## src/design/brm_pkg.sv

```systemverilog
// types, codes and constants for the budgeted residency manager
// no dependencies
package brm_pkg;

    localparam int MAX_SETS_DEF = 32;
    localparam int MB_SHIFT     = 20;
    localparam int IN_IDX_W     = 5;
    localparam int SIZE_W       = 36;
    localparam int FRAME_W      = 32;
    localparam int RB_W         = 41;
    localparam int NR_W         = 6;
    localparam int OPS_W        = 6;
    localparam int PADDR_W      = 5;
    localparam int PDATA_W      = 32;

    typedef enum logic [1:0] {
        OP_REGISTER = 2'd0,
        OP_SEEN     = 2'd1,
        OP_COMPLETE = 2'd2,
        OP_TICK     = 2'd3
    } brm_op_t;

    typedef enum logic [1:0] {
        KIND_STREAM = 2'd0,
        KIND_EVICT  = 2'd1,
        KIND_STATUS = 2'd2
    } brm_kind_t;

    localparam logic [1:0] ST_RESIDENT  = 2'd0;
    localparam logic [1:0] ST_EVICTED   = 2'd1;
    localparam logic [1:0] ST_STREAMING = 2'd2;

    typedef enum logic [PADDR_W-1:0] {
        REG_ENABLED    = 5'd0,
        REG_BUDGET     = 5'd4,
        REG_COLD       = 5'd8,
        REG_MAX_OPS    = 5'd12,
        REG_MAX_STREAM = 5'd16
    } brm_reg_addr_t;

    typedef struct packed {
        logic        enabled;
        logic [13:0] budget_mb;
        logic [11:0] cold_frames;
        logic [5:0]  max_ops;
        logic [8:0]  max_stream_mb;
    } brm_cfg_t;

    typedef struct packed {
        logic [1:0]         residency;
        logic               failed;
        logic [FRAME_W-1:0] last_seen;
        logic [SIZE_W-1:0]  size;
    } brm_entry_t;

    typedef enum logic [3:0] {
        S_IDLE,
        S_MOD_RD,
        S_MOD_WR,
        S_STR_RD,
        S_STR_CHK,
        S_TOT_RD,
        S_TOT_ACC,
        S_EV_RD,
        S_EV_CHK,
        S_EV_WR,
        S_STATUS
    } brm_state_t;

endpackage

```

## src/design/brm_ram.sv

```systemverilog
// set table memory: one write port, one read port with registered data
// depends on brm_pkg
module brm_ram
    import brm_pkg::*;
#(
    parameter int DEPTH = MAX_SETS_DEF
) (
    input  logic                     clk,
    input  logic                     we,
    input  logic [$clog2(DEPTH)-1:0] waddr,
    input  brm_entry_t               wdata,
    input  logic                     re,
    input  logic [$clog2(DEPTH)-1:0] raddr,
    output brm_entry_t               rdata
);

    brm_entry_t mem [DEPTH];

    always_ff @(posedge clk)
    begin
        if (we)
        begin
            mem[waddr] <= wdata;
        end
    end

    always_ff @(posedge clk)
    begin
        if (re)
        begin
            rdata <= mem[raddr];
        end
    end

endmodule

```

## src/design/brm_cfg.sv

```systemverilog
// apb configuration registers
// depends on brm_pkg
module brm_cfg
    import brm_pkg::*;
(
    input  logic               clk,
    input  logic               rst_n,
    input  logic               psel,
    input  logic               penable,
    input  logic               pwrite,
    input  logic [PADDR_W-1:0] paddr,
    input  logic [PDATA_W-1:0] pwdata,
    output logic [PDATA_W-1:0] prdata,
    output brm_cfg_t           cfg
);

    brm_cfg_t cfg_reg;
    logic     wr_en;

    assign wr_en = psel && penable && pwrite;
    assign cfg   = cfg_reg;

    always_ff @(posedge clk or negedge rst_n)
    begin
        if (!rst_n)
        begin
            cfg_reg.enabled       <= 1'b1;
            cfg_reg.budget_mb     <= 14'd1024;
            cfg_reg.cold_frames   <= 12'd300;
            cfg_reg.max_ops       <= 6'd4;
            cfg_reg.max_stream_mb <= 9'd64;
        end
        else if (wr_en)
        begin
            priority case (paddr)
                REG_ENABLED:    cfg_reg.enabled       <= pwdata[0];
                REG_BUDGET:     cfg_reg.budget_mb     <= pwdata[13:0];
                REG_COLD:       cfg_reg.cold_frames   <= pwdata[11:0];
                REG_MAX_OPS:    cfg_reg.max_ops       <= pwdata[5:0];
                REG_MAX_STREAM: cfg_reg.max_stream_mb <= pwdata[8:0];
                default:        ;
            endcase
        end
    end

    always_comb
    begin
        prdata = '0;
        priority case (paddr)
            REG_ENABLED:    prdata = PDATA_W'(cfg_reg.enabled);
            REG_BUDGET:     prdata = PDATA_W'(cfg_reg.budget_mb);
            REG_COLD:       prdata = PDATA_W'(cfg_reg.cold_frames);
            REG_MAX_OPS:    prdata = PDATA_W'(cfg_reg.max_ops);
            REG_MAX_STREAM: prdata = PDATA_W'(cfg_reg.max_stream_mb);
            default:        prdata = '0;
        endcase
    end

endmodule

```

## src/design/brm_ctrl.sv

```systemverilog
// sequencer: read-modify-write passes over the set table and result register
// depends on brm_pkg and brm_ram
module brm_ctrl
    import brm_pkg::*;
#(
    parameter int MAX_SETS = MAX_SETS_DEF
) (
    input  logic                clk,
    input  logic                rst_n,
    input  brm_cfg_t            cfg,
    input  logic                in_valid,
    output logic                in_ready,
    input  logic [1:0]          op,
    input  logic [IN_IDX_W-1:0] set_index,
    input  logic [SIZE_W-1:0]   set_bytes,
    input  logic                completion_ok,
    output logic                out_valid,
    input  logic                out_ready,
    output logic [1:0]          kind,
    output logic [IN_IDX_W-1:0] set_index_res,
    output logic [RB_W-1:0]     resident_bytes,
    output logic [NR_W-1:0]     nonresident_count,
    output logic                error,
    output logic                last
);

    localparam int IDX_W = (MAX_SETS > 1) ? $clog2(MAX_SETS) : 1;
    localparam int CNT_W = $clog2(MAX_SETS + 1);
    localparam int EXT_W = IN_IDX_W + CNT_W;
    localparam int SUM_W = SIZE_W + CNT_W;

    brm_state_t state_reg, state_next;

    // latched request
    brm_op_t               op_reg;
    logic [IN_IDX_W-1:0]   idx_reg;
    logic [SIZE_W-1:0]     bytes_reg;
    logic                  ok_reg;

    logic [CNT_W-1:0]      count_reg;
    logic [OPS_W-1:0]      ops_reg;
    logic [FRAME_W-1:0]    frame_reg;
    logic [CNT_W-1:0]      i_reg;
    logic [SUM_W-1:0]      sum_reg;
    logic [SUM_W-1:0]      issued_reg;
    logic [CNT_W-1:0]      nonres_reg;
    logic [CNT_W-1:0]      assigned_reg;
    logic                  err_reg;
    logic                  found_reg;
    logic [CNT_W-1:0]      best_idx_reg;
    logic [FRAME_W-1:0]    best_age_reg;
    brm_entry_t            best_reg;

    logic                  out_valid_reg;
    brm_kind_t             kind_reg;
    logic [IN_IDX_W-1:0]   idx_res_reg;
    logic [RB_W-1:0]       rb_reg;
    logic [NR_W-1:0]       nr_reg;
    logic                  err_out_reg;
    logic                  last_reg;

    // memory ports
    logic                  ram_we, ram_re;
    logic [IDX_W-1:0]      ram_waddr, ram_raddr;
    brm_entry_t            ram_wdata, rd;

    logic                  out_free, i_end, full, idx_ok, str_stop, cand_str;
    logic                  cand_ev, better, over, ev_left, emit, i_clear, i_inc;
    logic [EXT_W-1:0]      idx_ext, count_ext, i_ext, best_ext, assigned_ext;
    logic [FRAME_W-1:0]    age;
    logic [SUM_W-1:0]      max_bytes, budget, sum_after;
    brm_kind_t             emit_kind;
    logic [IN_IDX_W-1:0]   emit_idx;

    brm_ram #(.DEPTH(MAX_SETS)) u_ram (
        .clk   (clk),
        .we    (ram_we),
        .waddr (ram_waddr),
        .wdata (ram_wdata),
        .re    (ram_re),
        .raddr (ram_raddr),
        .rdata (rd)
    );

    assign out_free     = !out_valid_reg || out_ready;
    assign i_end        = i_reg >= count_reg;
    assign full         = count_reg == CNT_W'(MAX_SETS);
    assign idx_ext      = EXT_W'(idx_reg);
    assign count_ext    = EXT_W'(count_reg);
    assign i_ext        = EXT_W'(i_reg);
    assign best_ext     = EXT_W'(best_idx_reg);
    assign assigned_ext = EXT_W'(assigned_reg);
    assign idx_ok       = idx_ext < count_ext;
    assign max_bytes    = SUM_W'(cfg.max_stream_mb) << MB_SHIFT;
    assign budget       = SUM_W'(cfg.budget_mb) << MB_SHIFT;
    assign str_stop     = (ops_reg >= cfg.max_ops) || (issued_reg >= max_bytes);
    assign cand_str     = (rd.residency == ST_EVICTED) && !rd.failed
                          && (rd.last_seen == frame_reg);
    assign age          = frame_reg - rd.last_seen;
    assign cand_ev      = (rd.residency == ST_RESIDENT) && (age >= FRAME_W'(cfg.cold_frames));
    assign better       = !found_reg || (age > best_age_reg);
    assign over         = cfg.enabled && (sum_reg > budget);
    assign sum_after    = sum_reg - SUM_W'(best_reg.size);
    assign ev_left      = sum_after > budget;

    // next state
    always_comb
    begin
        state_next = state_reg;
        unique case (state_reg)
            S_IDLE:
                if (in_valid)
                begin
                    state_next = (brm_op_t'(op) == OP_TICK) ? S_STR_RD : S_MOD_RD;
                end
            S_MOD_RD:
                state_next = (op_reg != OP_REGISTER && idx_ok) ? S_MOD_WR : S_TOT_RD;
            S_MOD_WR:
                state_next = S_TOT_RD;
            S_STR_RD:
                state_next = i_end ? S_TOT_RD : S_STR_CHK;
            S_STR_CHK:
                if (str_stop)
                begin
                    state_next = S_TOT_RD;
                end
                else if (!cand_str || out_free)
                begin
                    state_next = S_STR_RD;
                end
            S_TOT_RD:
                if (!i_end)
                begin
                    state_next = S_TOT_ACC;
                end
                else
                begin
                    state_next = (op_reg == OP_TICK && over) ? S_EV_RD : S_STATUS;
                end
            S_TOT_ACC:
                state_next = S_TOT_RD;
            S_EV_RD:
                if (!i_end)
                begin
                    state_next = S_EV_CHK;
                end
                else
                begin
                    state_next = found_reg ? S_EV_WR : S_STATUS;
                end
            S_EV_CHK:
                state_next = S_EV_RD;
            S_EV_WR:
                if (out_free)
                begin
                    state_next = ev_left ? S_EV_RD : S_STATUS;
                end
            S_STATUS:
                if (out_free)
                begin
                    state_next = S_IDLE;
                end
            default:
                state_next = S_IDLE;
        endcase
    end

    // memory controls and result emission
    always_comb
    begin
        ram_re    = 1'b0;
        ram_raddr = i_reg[IDX_W-1:0];
        ram_we    = 1'b0;
        ram_waddr = i_reg[IDX_W-1:0];
        ram_wdata = rd;
        emit      = 1'b0;
        emit_kind = KIND_STATUS;
        emit_idx  = '0;
        unique case (state_reg)
            S_MOD_RD:
                if (op_reg == OP_REGISTER)
                begin
                    ram_we              = !full;
                    ram_waddr           = count_reg[IDX_W-1:0];
                    ram_wdata.residency = ST_RESIDENT;
                    ram_wdata.failed    = 1'b0;
                    ram_wdata.last_seen = frame_reg;
                    ram_wdata.size      = bytes_reg;
                end
                else
                begin
                    ram_re    = idx_ok;
                    ram_raddr = idx_ext[IDX_W-1:0];
                end
            S_MOD_WR:
            begin
                ram_we    = 1'b1;
                ram_waddr = idx_ext[IDX_W-1:0];
                if (op_reg == OP_SEEN)
                begin
                    ram_wdata.last_seen = frame_reg;
                end
                else if (ok_reg)
                begin
                    ram_wdata.residency = ST_RESIDENT;
                end
                else
                begin
                    ram_wdata.residency = ST_EVICTED;
                    ram_wdata.failed    = 1'b1;
                end
            end
            S_STR_RD, S_TOT_RD, S_EV_RD:
                ram_re = !i_end;
            S_STR_CHK:
                if (!str_stop && cand_str && out_free)
                begin
                    ram_we              = 1'b1;
                    ram_wdata.residency = ST_STREAMING;
                    emit                = 1'b1;
                    emit_kind           = KIND_STREAM;
                    emit_idx            = i_ext[IN_IDX_W-1:0];
                end
            S_EV_WR:
                if (out_free)
                begin
                    ram_we              = 1'b1;
                    ram_waddr           = best_idx_reg[IDX_W-1:0];
                    ram_wdata           = best_reg;
                    ram_wdata.residency = ST_EVICTED;
                    emit                = 1'b1;
                    emit_kind           = KIND_EVICT;
                    emit_idx            = best_ext[IN_IDX_W-1:0];
                end
            S_STATUS:
                if (out_free)
                begin
                    emit      = 1'b1;
                    emit_kind = KIND_STATUS;
                    emit_idx  = assigned_ext[IN_IDX_W-1:0];
                end
            default:
                ;
        endcase
    end

    // a pass restarts at index zero when entered from another phase
    assign i_clear = (state_reg == S_IDLE)
                     || (state_next == S_TOT_RD && state_reg != S_TOT_ACC)
                     || (state_next == S_EV_RD && state_reg != S_EV_CHK);
    assign i_inc   = (state_reg == S_TOT_ACC) || (state_reg == S_EV_CHK)
                     || (state_reg == S_STR_CHK && state_next == S_STR_RD);

    always_ff @(posedge clk or negedge rst_n)
    begin
        if (!rst_n)
        begin
            state_reg     <= S_IDLE;
            count_reg     <= '0;
            ops_reg       <= '0;
            frame_reg     <= '0;
            i_reg         <= '0;
            found_reg     <= 1'b0;
            out_valid_reg <= 1'b0;
        end
        else
        begin
            state_reg <= state_next;

            if (i_clear)
            begin
                i_reg <= '0;
            end
            else if (i_inc)
            begin
                i_reg <= i_reg + 1'b1;
            end

            if (state_reg == S_MOD_RD && op_reg == OP_REGISTER && !full)
            begin
                count_reg <= count_reg + 1'b1;
            end

            if (state_reg == S_MOD_WR && op_reg == OP_COMPLETE && ops_reg != '0)
            begin
                ops_reg <= ops_reg - 1'b1;
            end
            else if (state_reg == S_STR_CHK && emit)
            begin
                ops_reg <= ops_reg + 1'b1;
            end

            if (state_reg == S_STATUS && out_free && op_reg == OP_TICK)
            begin
                frame_reg <= frame_reg + 1'b1;
            end

            if (state_next == S_EV_RD && state_reg != S_EV_CHK)
            begin
                found_reg <= 1'b0;
            end
            else if (state_reg == S_EV_CHK && cand_ev && better)
            begin
                found_reg <= 1'b1;
            end

            if (emit)
            begin
                out_valid_reg <= 1'b1;
            end
            else if (out_ready)
            begin
                out_valid_reg <= 1'b0;
            end
        end
    end

    // payload registers
    always_ff @(posedge clk)
    begin
        if (state_reg == S_IDLE)
        begin
            op_reg       <= brm_op_t'(op);
            idx_reg      <= set_index;
            bytes_reg    <= set_bytes;
            ok_reg       <= completion_ok;
            issued_reg   <= '0;
            err_reg      <= 1'b0;
            assigned_reg <= '0;
        end

        if (state_reg == S_MOD_RD && op_reg == OP_REGISTER)
        begin
            err_reg      <= full;
            assigned_reg <= full ? '0 : count_reg;
        end

        if (state_reg == S_STR_CHK && emit)
        begin
            issued_reg <= issued_reg + SUM_W'(rd.size);
        end

        if (state_next == S_TOT_RD && state_reg != S_TOT_ACC)
        begin
            sum_reg    <= '0;
            nonres_reg <= '0;
        end
        else if (state_reg == S_TOT_ACC)
        begin
            if (rd.residency == ST_RESIDENT)
            begin
                sum_reg <= sum_reg + SUM_W'(rd.size);
            end
            else
            begin
                nonres_reg <= nonres_reg + 1'b1;
            end
        end
        else if (state_reg == S_EV_WR && out_free)
        begin
            sum_reg    <= sum_after;
            nonres_reg <= nonres_reg + 1'b1;
        end

        if (state_reg == S_EV_CHK && cand_ev && better)
        begin
            best_idx_reg <= i_reg;
            best_age_reg <= age;
            best_reg     <= rd;
        end

        if (emit)
        begin
            kind_reg    <= emit_kind;
            idx_res_reg <= emit_idx;
            last_reg    <= emit_kind == KIND_STATUS;
            err_out_reg <= (emit_kind == KIND_STATUS) && err_reg;
            rb_reg      <= (emit_kind == KIND_STATUS) ? RB_W'(sum_reg) : '0;
            nr_reg      <= (emit_kind == KIND_STATUS) ? NR_W'(nonres_reg) : '0;
        end
    end

    assign in_ready          = state_reg == S_IDLE;
    assign out_valid         = out_valid_reg;
    assign kind              = kind_reg;
    assign set_index_res     = idx_res_reg;
    assign resident_bytes    = rb_reg;
    assign nonresident_count = nr_reg;
    assign error             = err_out_reg;
    assign last              = last_reg;

endmodule

```

## src/design/budgeted_residency_manager.sv

```systemverilog
// a non-tick request makes any table update and one totals pass before its status result
// a tick makes one stream-in pass, one totals pass, then one scan pass per eviction
// before its status result; each pass reads the table one entry at a time
// one request at a time; in_ready is high only between requests
// reset: asynchronous, active low; clears counts and frame number, restores config defaults
// table entries are written on registration and need no clearing
module budgeted_residency_manager
    import brm_pkg::*;
#(
    parameter int MAX_SETS = MAX_SETS_DEF
) (
    input  logic                clk,
    input  logic                rst_n,
    input  logic                psel,
    input  logic                penable,
    input  logic                pwrite,
    input  logic [PADDR_W-1:0]  paddr,
    input  logic [PDATA_W-1:0]  pwdata,
    output logic [PDATA_W-1:0]  prdata,
    output logic                pready,
    input  logic                in_valid,
    output logic                in_ready,
    input  logic [1:0]          op,
    input  logic [IN_IDX_W-1:0] set_index,
    input  logic [SIZE_W-1:0]   set_bytes,
    input  logic                completion_ok,
    output logic                out_valid,
    input  logic                out_ready,
    output logic [1:0]          kind,
    output logic [IN_IDX_W-1:0] set_index_res,
    output logic [RB_W-1:0]     resident_bytes,
    output logic [NR_W-1:0]     nonresident_count,
    output logic                error,
    output logic                last
);

    brm_cfg_t cfg;

    assign pready = 1'b1;

    brm_cfg u_cfg (
        .clk     (clk),
        .rst_n   (rst_n),
        .psel    (psel),
        .penable (penable),
        .pwrite  (pwrite),
        .paddr   (paddr),
        .pwdata  (pwdata),
        .prdata  (prdata),
        .cfg     (cfg)
    );

    brm_ctrl #(.MAX_SETS(MAX_SETS)) u_ctrl (
        .clk               (clk),
        .rst_n             (rst_n),
        .cfg               (cfg),
        .in_valid          (in_valid),
        .in_ready          (in_ready),
        .op                (op),
        .set_index         (set_index),
        .set_bytes         (set_bytes),
        .completion_ok     (completion_ok),
        .out_valid         (out_valid),
        .out_ready         (out_ready),
        .kind              (kind),
        .set_index_res     (set_index_res),
        .resident_bytes    (resident_bytes),
        .nonresident_count (nonresident_count),
        .error             (error),
        .last              (last)
    );

endmodule

```

## config.mk

```make
export PLATFORM = sky130hd
export DESIGN_NAME = budgeted_residency_manager
export DESIGN_NICKNAME = d
export VERILOG_FILES = /design/src/design/brm_pkg.sv /design/src/design/brm_ram.sv /design/src/design/brm_cfg.sv /design/src/design/brm_ctrl.sv /design/src/design/budgeted_residency_manager.sv
export SDC_FILE = /design/constraint.sdc
export NUM_CORES = 2
export LEC_CHECK = 0
export ABC_AREA = 0
export BUFFER_PORTS_ARGS = -buffer_cell sky130_fd_sc_hd__buf_4
export CAP_MARGIN = 25
export CORE_AREA = 2 2 641 324
export CTS_CLUSTER_SIZE = 14
export DETAILED_ROUTE_END_ITERATION = 7
export DIE_AREA = 0 0 643 326
export PLACE_DENSITY = 0.76
export SYNTH_ARGS = -nofsm -noshare
export SYNTH_HDL_FRONTEND = slang
export SYNTH_SLANG_ARGS = --single-unit
```

## constraint.sdc

```tcl
create_clock -name clk -period 11.9 [get_ports clk]
set_input_delay 1.785 -clock clk [delete_from_list [all_inputs] [get_ports clk]]
set_output_delay 1.785 -clock clk [all_outputs]
set_load 0.1 [all_outputs]
```

# Word-level counts from Yosys, hierarchy flattened
# Memory sizes are Yosys's and may differ from the RTL's. A register that Yosys moved wholly into a read port is not among the register bits.
# Index checks and enable logic that the tools add are counted.
# W data, S select, Z words.
dict set report word_totals {
  register_bits 400
  mem_bits_rw 2272
  elab_cells 209
  memories 1
  input_bits 88
}
# memory words word_bits rd rd_clocked_by_memory_dff write_ports line_no
set mem_list {}
lappend mem_list {u_ctrl.u_ram.mem 32 71 1 1 1 brm_ram.sv:17} ;# brm_entry_t mem [DEPTH];
dict set report classes {
  n_reduce_logical 62
  n_mux 67
  n_lt_le_gt_ge 8
  addsub 10
  n_eq_ne 29
}
# cell n
set ops {}
lappend ops {{$mux W42} 5}
lappend ops {{$mux W71} 2}
lappend ops {{$pmux W33 S3} 1}
lappend ops {{$add A42 B36 Y42} 2}
lappend ops {{$gt A42 B34 Y1} 2}
lappend ops {{$pmux W36 S2} 1}
lappend ops {{$pmux W14 S5} 1}
lappend ops {{$mux W5} 10}
lappend ops {{$ge A42 B29 Y1} 1}
lappend ops {{$mux W6} 7}
lappend ops {{$sub A42 B36 Y42} 1}
lappend ops {{$pmux W4 S10} 1}
lappend ops {{$mux W4} 9}
lappend ops {{$add A32 B1 Y32 const B} 1}
lappend ops {{$eq A32 B32 Y1} 1}
lappend ops {{$ge A32 B12 Y1} 1}
lappend ops {{$gt A32 B32 Y1} 1}
lappend ops {{$mux W32} 1}
lappend ops {{$sub A32 B32 Y32} 1}
lappend ops {{$pmux W5 S3} 2}
lappend ops {{$add A6 B1 Y6 const B} 4}
lappend ops {{$eq A4 B3 Y1 const B} 6}
lappend ops {{$logic_and A1 B1 Y1} 24}
lappend ops {{$reduce_bool A2 Y1} 8}
lappend ops {{31 further kinds} 83}

# Depth between registers and ports, before layout
dict set report logic_depth {
  ltp_word 13
  depth_mapped 25
}

# Cells and area by module
# A second synthesis with hierarchy kept.
dict set report hier_totals {
  cells_unflattened 6999
  area_unflattened_um2 115952.5
}
# mod area_each_um2 seq_area_each_um2 cells_per_inst n_inst
set by_module_without_submodules {}
lappend by_module_without_submodules {brm_ram 88522.4 70357.5 4148 1}
lappend by_module_without_submodules {brm_ctrl 25291.8 9989.6 2683 1}
lappend by_module_without_submodules {brm_cfg 2127.0 1061.0 166 1}
lappend by_module_without_submodules {budgeted_residency_manager 11.3 0.0 2 1}

# Worst setup path before layout
# OpenSTA, ideal clock, no wires.
dict set report synth_timing {
  path_kind {flip-flop to flip-flop}
  from {register u_ctrl.frame_reg[0]}
  to {register u_ctrl.best_age_reg[0] (enable)}
  slack_ns 0.401
  setup_ns 0.701
  stages_incl_launch_ff 20
  t_arrival_ns 10.798
  t_required_ns 11.199
  period_less_slack_ns 11.499
  path_cell_list {dfrtp_1 -> inv_1 -> ha_1 -> inv_1 -> fa_1 -> nand3_1 -> a21oi_1 -> o311a_1 -> a211o_1 -> a211oi_2 -> o41ai_1 -> a21oi_2 -> xnor2_1 -> ha_1 -> nand4_1 -> or2_2 -> nor3_1 -> nor4b_1 -> nor3_1 -> nor3_1}
}
dict set report synth_via {
  elab_chain_len 5
  word_cells_on_any_way 7
}
# item line_no
set synth_rtl {}
lappend synth_rtl {{start: declaration} brm_ctrl.sv:42} ;# logic [FRAME_W-1:0] frame_reg;
lappend synth_rtl {{start signal: assignment} brm_ctrl.sv:295} ;# frame_reg <= frame_reg + 1'b1;
lappend synth_rtl {{$sub A32 B32 Y32 (*)} brm_ctrl.sv:99} ;# assign age = frame_reg - rd.last_seen;
lappend synth_rtl {{via u_ctrl.age[30]} brm_ctrl.sv:70} ;# logic [FRAME_W-1:0] age;
lappend synth_rtl {{$ge A32 B12 Y1} brm_ctrl.sv:100} ;# assign cand_ev = (rd.residency == ST_RESIDENT) && (age >= FRAME_W'(cfg.cold_frames));
lappend synth_rtl {{$logic_and A1 B1 Y1} brm_ctrl.sv:100}
lappend synth_rtl {{$logic_and A1 B1 Y1} brm_ctrl.sv:365} ;# if (state_reg == S_EV_CHK && cand_ev && better)
lappend synth_rtl {{$logic_and A1 B1 Y1 (*)} brm_ctrl.sv:365}
lappend synth_rtl {{end signal: assignment} brm_ctrl.sv:368} ;# best_age_reg <= age;
lappend synth_rtl {{end: declaration} brm_ctrl.sv:51} ;# logic [FRAME_W-1:0] best_age_reg;
# Mark *: on every way through the listed nets, which the timed path passes. The rest lies on a longest branch.
# A chain may end at the register's enable or synchronous reset.

# Worst setup path after layout
dict set report layout_timing {
  from {register u_ctrl.best_reg[0] (netlist bit)}
  to {register u_ctrl.i_reg[2]}
}
dict set report layout_via {
  elab_chain_len 10
  word_cells_on_any_way 16
}
# item line_no
set layout_rtl {}
lappend layout_rtl {{start: declaration} brm_ctrl.sv:52} ;# brm_entry_t best_reg;
lappend layout_rtl {{start signal: assignment} brm_ctrl.sv:369} ;# best_reg <= rd;
lappend layout_rtl {{$sub A42 B36 Y42 (*)} brm_ctrl.sv:103} ;# assign sum_after = sum_reg - SUM_W'(best_reg.size);
lappend layout_rtl {{$gt A42 B34 Y1 (*)} brm_ctrl.sv:104} ;# assign ev_left = sum_after > budget;
lappend layout_rtl {{$mux W4 (*)} brm_ctrl.sv:156} ;# state_next = ev_left ? S_EV_RD : S_STATUS;
lappend layout_rtl {{$mux W4 (*)} brm_ctrl.sv:154} ;# if (out_free)
lappend layout_rtl {{$pmux W4 S10 (*)} brm_ctrl.sv:110} ;# unique case (state_reg)
lappend layout_rtl {{$eq A4 B3 Y1} brm_ctrl.sv:249} ;# || (state_next == S_TOT_RD && state_reg != S_TOT_ACC)
lappend layout_rtl {{$logic_and A1 B1 Y1} brm_ctrl.sv:249}
lappend layout_rtl {{$logic_or A1 B1 Y1} brm_ctrl.sv:249}
lappend layout_rtl {{$logic_or A1 B1 Y1} brm_ctrl.sv:250} ;# || (state_next == S_EV_RD && state_reg != S_EV_CHK);
lappend layout_rtl {{$mux W6 or $reduce_bool A2 Y1 (tied branches)} n/a}
lappend layout_rtl {{end signal: assignment} brm_ctrl.sv:276} ;# i_reg <= i_reg + 1'b1;
lappend layout_rtl {{end: declaration} brm_ctrl.sv:43} ;# logic [CNT_W-1:0] i_reg;
# Every way passes the cells marked *; elsewhere a longest branch is shown, timed or not.

==> summary.md <==
| Metric | Value |
|---|---|
| Status | finished with violations |
| Failing checks | design-rule violations |
| Clock power share | 22.5% |
| Fmax | 122 MHz |
| Clock Skew | 54.9 ps |
| Row cnt | 118 |
| Power Internal | 20.1 mW |
| Antenna Nets Post-Route | 0 |
| Post-Syn Instances | 7099 |
| TritonCTS Buffers | 230 |
| Setup CP Type | reg -> reg |
| Crit start category | register |
| Tightest Pin Transition | 1110 ps |
| Max clock buf depth | 4 |
| Post-CTS Repair Setup Buffers | 0 |
| Switching Fraction | 35.0% |
| RR Startpoint | u_ctrl.best_reg[0] |
| P_sw | 10.8 mW |
| Maximum vdd drop | 0.000165 V |
| # clock sinks | 2743 |
| Starting Density | 56.6% |
| Vias in the first global route | 65804 |
| WHS | 500 ps |
| Arr. time, crit path | 8970 ps |
| Total die area | 210000 µm² |
| DRC viols | 1 |
| CTS HTree Levels | 4 |
| Height of the die | 326 µm |
| Setup violations, final | 0 |
| Unique masters post-synth | 108 |
| Top-level I/O count | 179 |
| FF-to-FF End | u_ctrl.i_reg[2] |
| Post-cts hold buffer count | 0 |
| Layout Area Growth over Synthesis | 10.0% |
| Pwr/cell area | 242 nW/µm² |
| Worst setup path start | u_ctrl.best_reg[0] |
| CTS tree | built |
| Grt ovf | 0 |
| Root Buffer | clkbuf_16 |
| Clk slew on worst S/H paths | 80 ps |
| Post-synthesis mux area share | 11.5% |
| Number of synthesized register bits | 2743 |
| Yosys warns | 0 |
| Final period utilization | 68.9% |
| Synthesized cell area | 116000 µm² |
| Detail Placement HPWL | 197000 µm |
| Seq/Total Area, Yosys | 70.2% |
| RSZ-0062 raised after global routing | no |
| Setup TNS Final | 0 ps |
| Adder-cell share of the synthesized area | 2.73% |
| Vias/cell | 6.82 |
| Die X | 643 µm |
| Layout cells sized above 1 | 17.2% |
| Xor/xnor cell area share of the yosys netlist | 1.32% |
| Core ar. | 205000 µm² |
| Critical path fanouts, max | 6 |
| Mapped Avg Cell Area | 16.3 µm² |
| Initial antenna violation count | 7 |
| Logic pwr share | 33.0% |
| Post-synth EDFFs | 2597 |
| Setup crit end | u_ctrl.i_reg[2] |
| Hold Path Class | reg -> reg |
| R2r setup slk | 3700 ps |
| Final min period | 8200 ps |
| Max Slew Vio Count | 0 |
| Worst Reg-to-Reg Cells | 25 |
| Post-cts sizing count | 0 |
| I/O Buffers | 141 |
| Post-Route WL | 332000 µm |
| Initial DRT Pass Iterations | 8 |
| Slew headroom | 25.2% |
| WL/cell | 32.6 µm |
| Simple-gate portion of the synthesized area | 7.68% |
| Ys flop type | edfxtp_1 |
| Clock Latency Late Sink | 900 ps |
| Crit path required time | 12670 ps |
| Max Cap Viol | 0 |
| Largest net degree at the start of global routing | 103 |
| Asr flop ratio synth | 3.57% |
| Nets | 7651 |
| Detailed Route Iter0 Violations | 12959 |
| Fillcell total | 14230 |
| Synthesized-area fraction occupied by ao, oa, aoi and oai cells | 4.44% |
| Total track usage | 31.3% |
| Largest family of logic cells by synthesized area | multiplexers |
| RD Place Congestion | 0.968 |
| Flop pwr share | 44.4% |
| Static leakage | 44.3 nW |
| CP endpoint kind | register |
| Fin. Hold Viols | 0 |
| First-pass GRT wire length | 473000 µm |
| Via Count | 69412 |
| Max FFs per register | 2272 |
layout make-up:
cell class	instances	area [µm²]	area share [%]
sequential	2743	81400	63.8
multi-input combinational	3787	32600	25.5
clock buffer	294	6080	4.76
tap	2760	3450	2.71
timing repair buffer	306	2810	2.21
inverter	245	922	0.723
clock inverter	32	293	0.230
antenna	6	15.0	0.0118
kinds of logic (layout without fill, tap and decap cells):
family | after synthesis | in the layout
DFF | 2743 | 2743
and+or+nand+nor | 1960 | 1960
AOI/OAI and AO/OA | 764 | 764
muxes | 614 | 614
buffers and inverters | 591 | 877
adders and majority gates | 250 | 250
xor gates and xnor gates | 175 | 175
other | 2 | 30
cells in the mapped netlist (22+ instances only):
library cell / count / area share [%]
mux4_2: 568 / 11
and2_1: 55 / 0.30
inv_1: 244 / 0.79
buf_4: 22 / 0.14
ha_1: 245 / 2.6
a21oi_1: 205 / 0.89
mux2_2: 26 / 0.25
o21ai_0: 146 / 0.63
nor2b_1: 34 / 0.18
nand4_1: 55 / 0.30
buf_2: 126 / 0.54
a222oi_1: 36 / 0.31
dfxtp_1: 48 / 0.83
xnor2_1: 98 / 0.74
nand3_1: 473 / 2.0
a31oi_1: 27 / 0.15
xor2_1: 77 / 0.58
a21o_1: 77 / 0.50
a22oi_1: 42 / 0.27
nor3_1: 50 / 0.22
nand2_1: 920 / 3.0
edfxtp_1: 2597 / 67
dfrtp_1: 90 / 1.9
nor2_1: 218 / 0.71
o21a_1: 33 / 0.21
clkbuf_1: 180 / 0.58
and3_1: 23 / 0.12
nand2b_1: 35 / 0.19
a211oi_1: 32 / 0.21
placed cells by master, fill, tap and decap left out, drive strengths merged, types with 90 or more instances in the layout:
cell type,n
nand3,474
mux4,568
inv,250
ha,245
a21oi,207
nand2,920
dfrtp,90
edfxtp,2597
clkbuf,294
buf,306
nor2,221
o21ai,160
xnor2,98
critical path, cell delays in order, from the launching register on:
cell and delay (ps):
edfxtp_1 440, ha_1 360, inv_1 110, fa_1 420, a211oi_1 510, o21ai_2 170, o21ai_2 200, o211ai_2 240
a41oi_2 640, o21ai_0 250, a31oi_1 340, a21oi_1 130, xor2_1 170, ha_1 320, nand4_1 90, nor3_1 300
nand2_1 370, nor3_1 240, o21ai_0 180, nor4_1 600, nand4_1 310, o31ai_1 320, buf_4 260, nand4_1 390
a211o_2 530, a21oi_1 170
power groups by stage:
stage          clock (mW)  sequential, mW  combinational, mW
2_1_floorplan           0            13.7               6.52
3_3_place_gp            0            13.9               9.38
3_5_place_dp            0            13.9               9.70
4_1_cts              6.98            13.7               9.78
5_1_grt              7.33            13.7               10.9
6_report             6.96            13.7               10.2
layer usage:
| metal | vias to the layer above | global-route usage (%) | routed length, µm |
|---|---|---|---|
| met1 | 35230 | 49.6 | 134000 |
| met2 | 5654 | 41.2 | 133000 |
| met4 | 14 | 6.95 | 7430 |
| met5 | - | 1.18 | 417 |
| met3 | 509 | 11.6 | 56100 |
| li1 | 28005 | - | - |
worst min path at each step:
stage                                       from             endpoint  slack [ps]  cells after the start
final                     u_ctrl.u_ram.rdata[52]  u_ctrl.best_reg[52]         500                      0
after global routing      u_ctrl.u_ram.rdata[38]  u_ctrl.best_reg[38]         510                      0
after CTS                 u_ctrl.u_ram.rdata[52]  u_ctrl.best_reg[52]         490                      0
after detailed placement  u_ctrl.u_ram.rdata[52]  u_ctrl.best_reg[52]         460                      0
after global placement    u_ctrl.u_ram.rdata[38]  u_ctrl.best_reg[38]         460                      0
after floorplan           u_ctrl.u_ram.rdata[37]  u_ctrl.best_reg[37]         450                      0
stage by stage:
stage / instances / cell area, µm² / utilization, % / setup slack, ps / total power [mW]
floorplan: 7121 / 116000 / - / 401 / 20.2
global placement: 9820 / 121000 / 58.9 / 4510 / 23.2
detailed placement: 9825 / 121000 / 58.9 / 4370 / 23.6
CTS: 10151 / 127000 / 62.0 / 4300 / 30.4
global route: 10167 / 128000 / 62.2 / 3730 / 32.0
finish: 10173 / 128000 / 62.2 / 3700 / 30.9
Note: power is estimated with default switching activity, not from simulation.
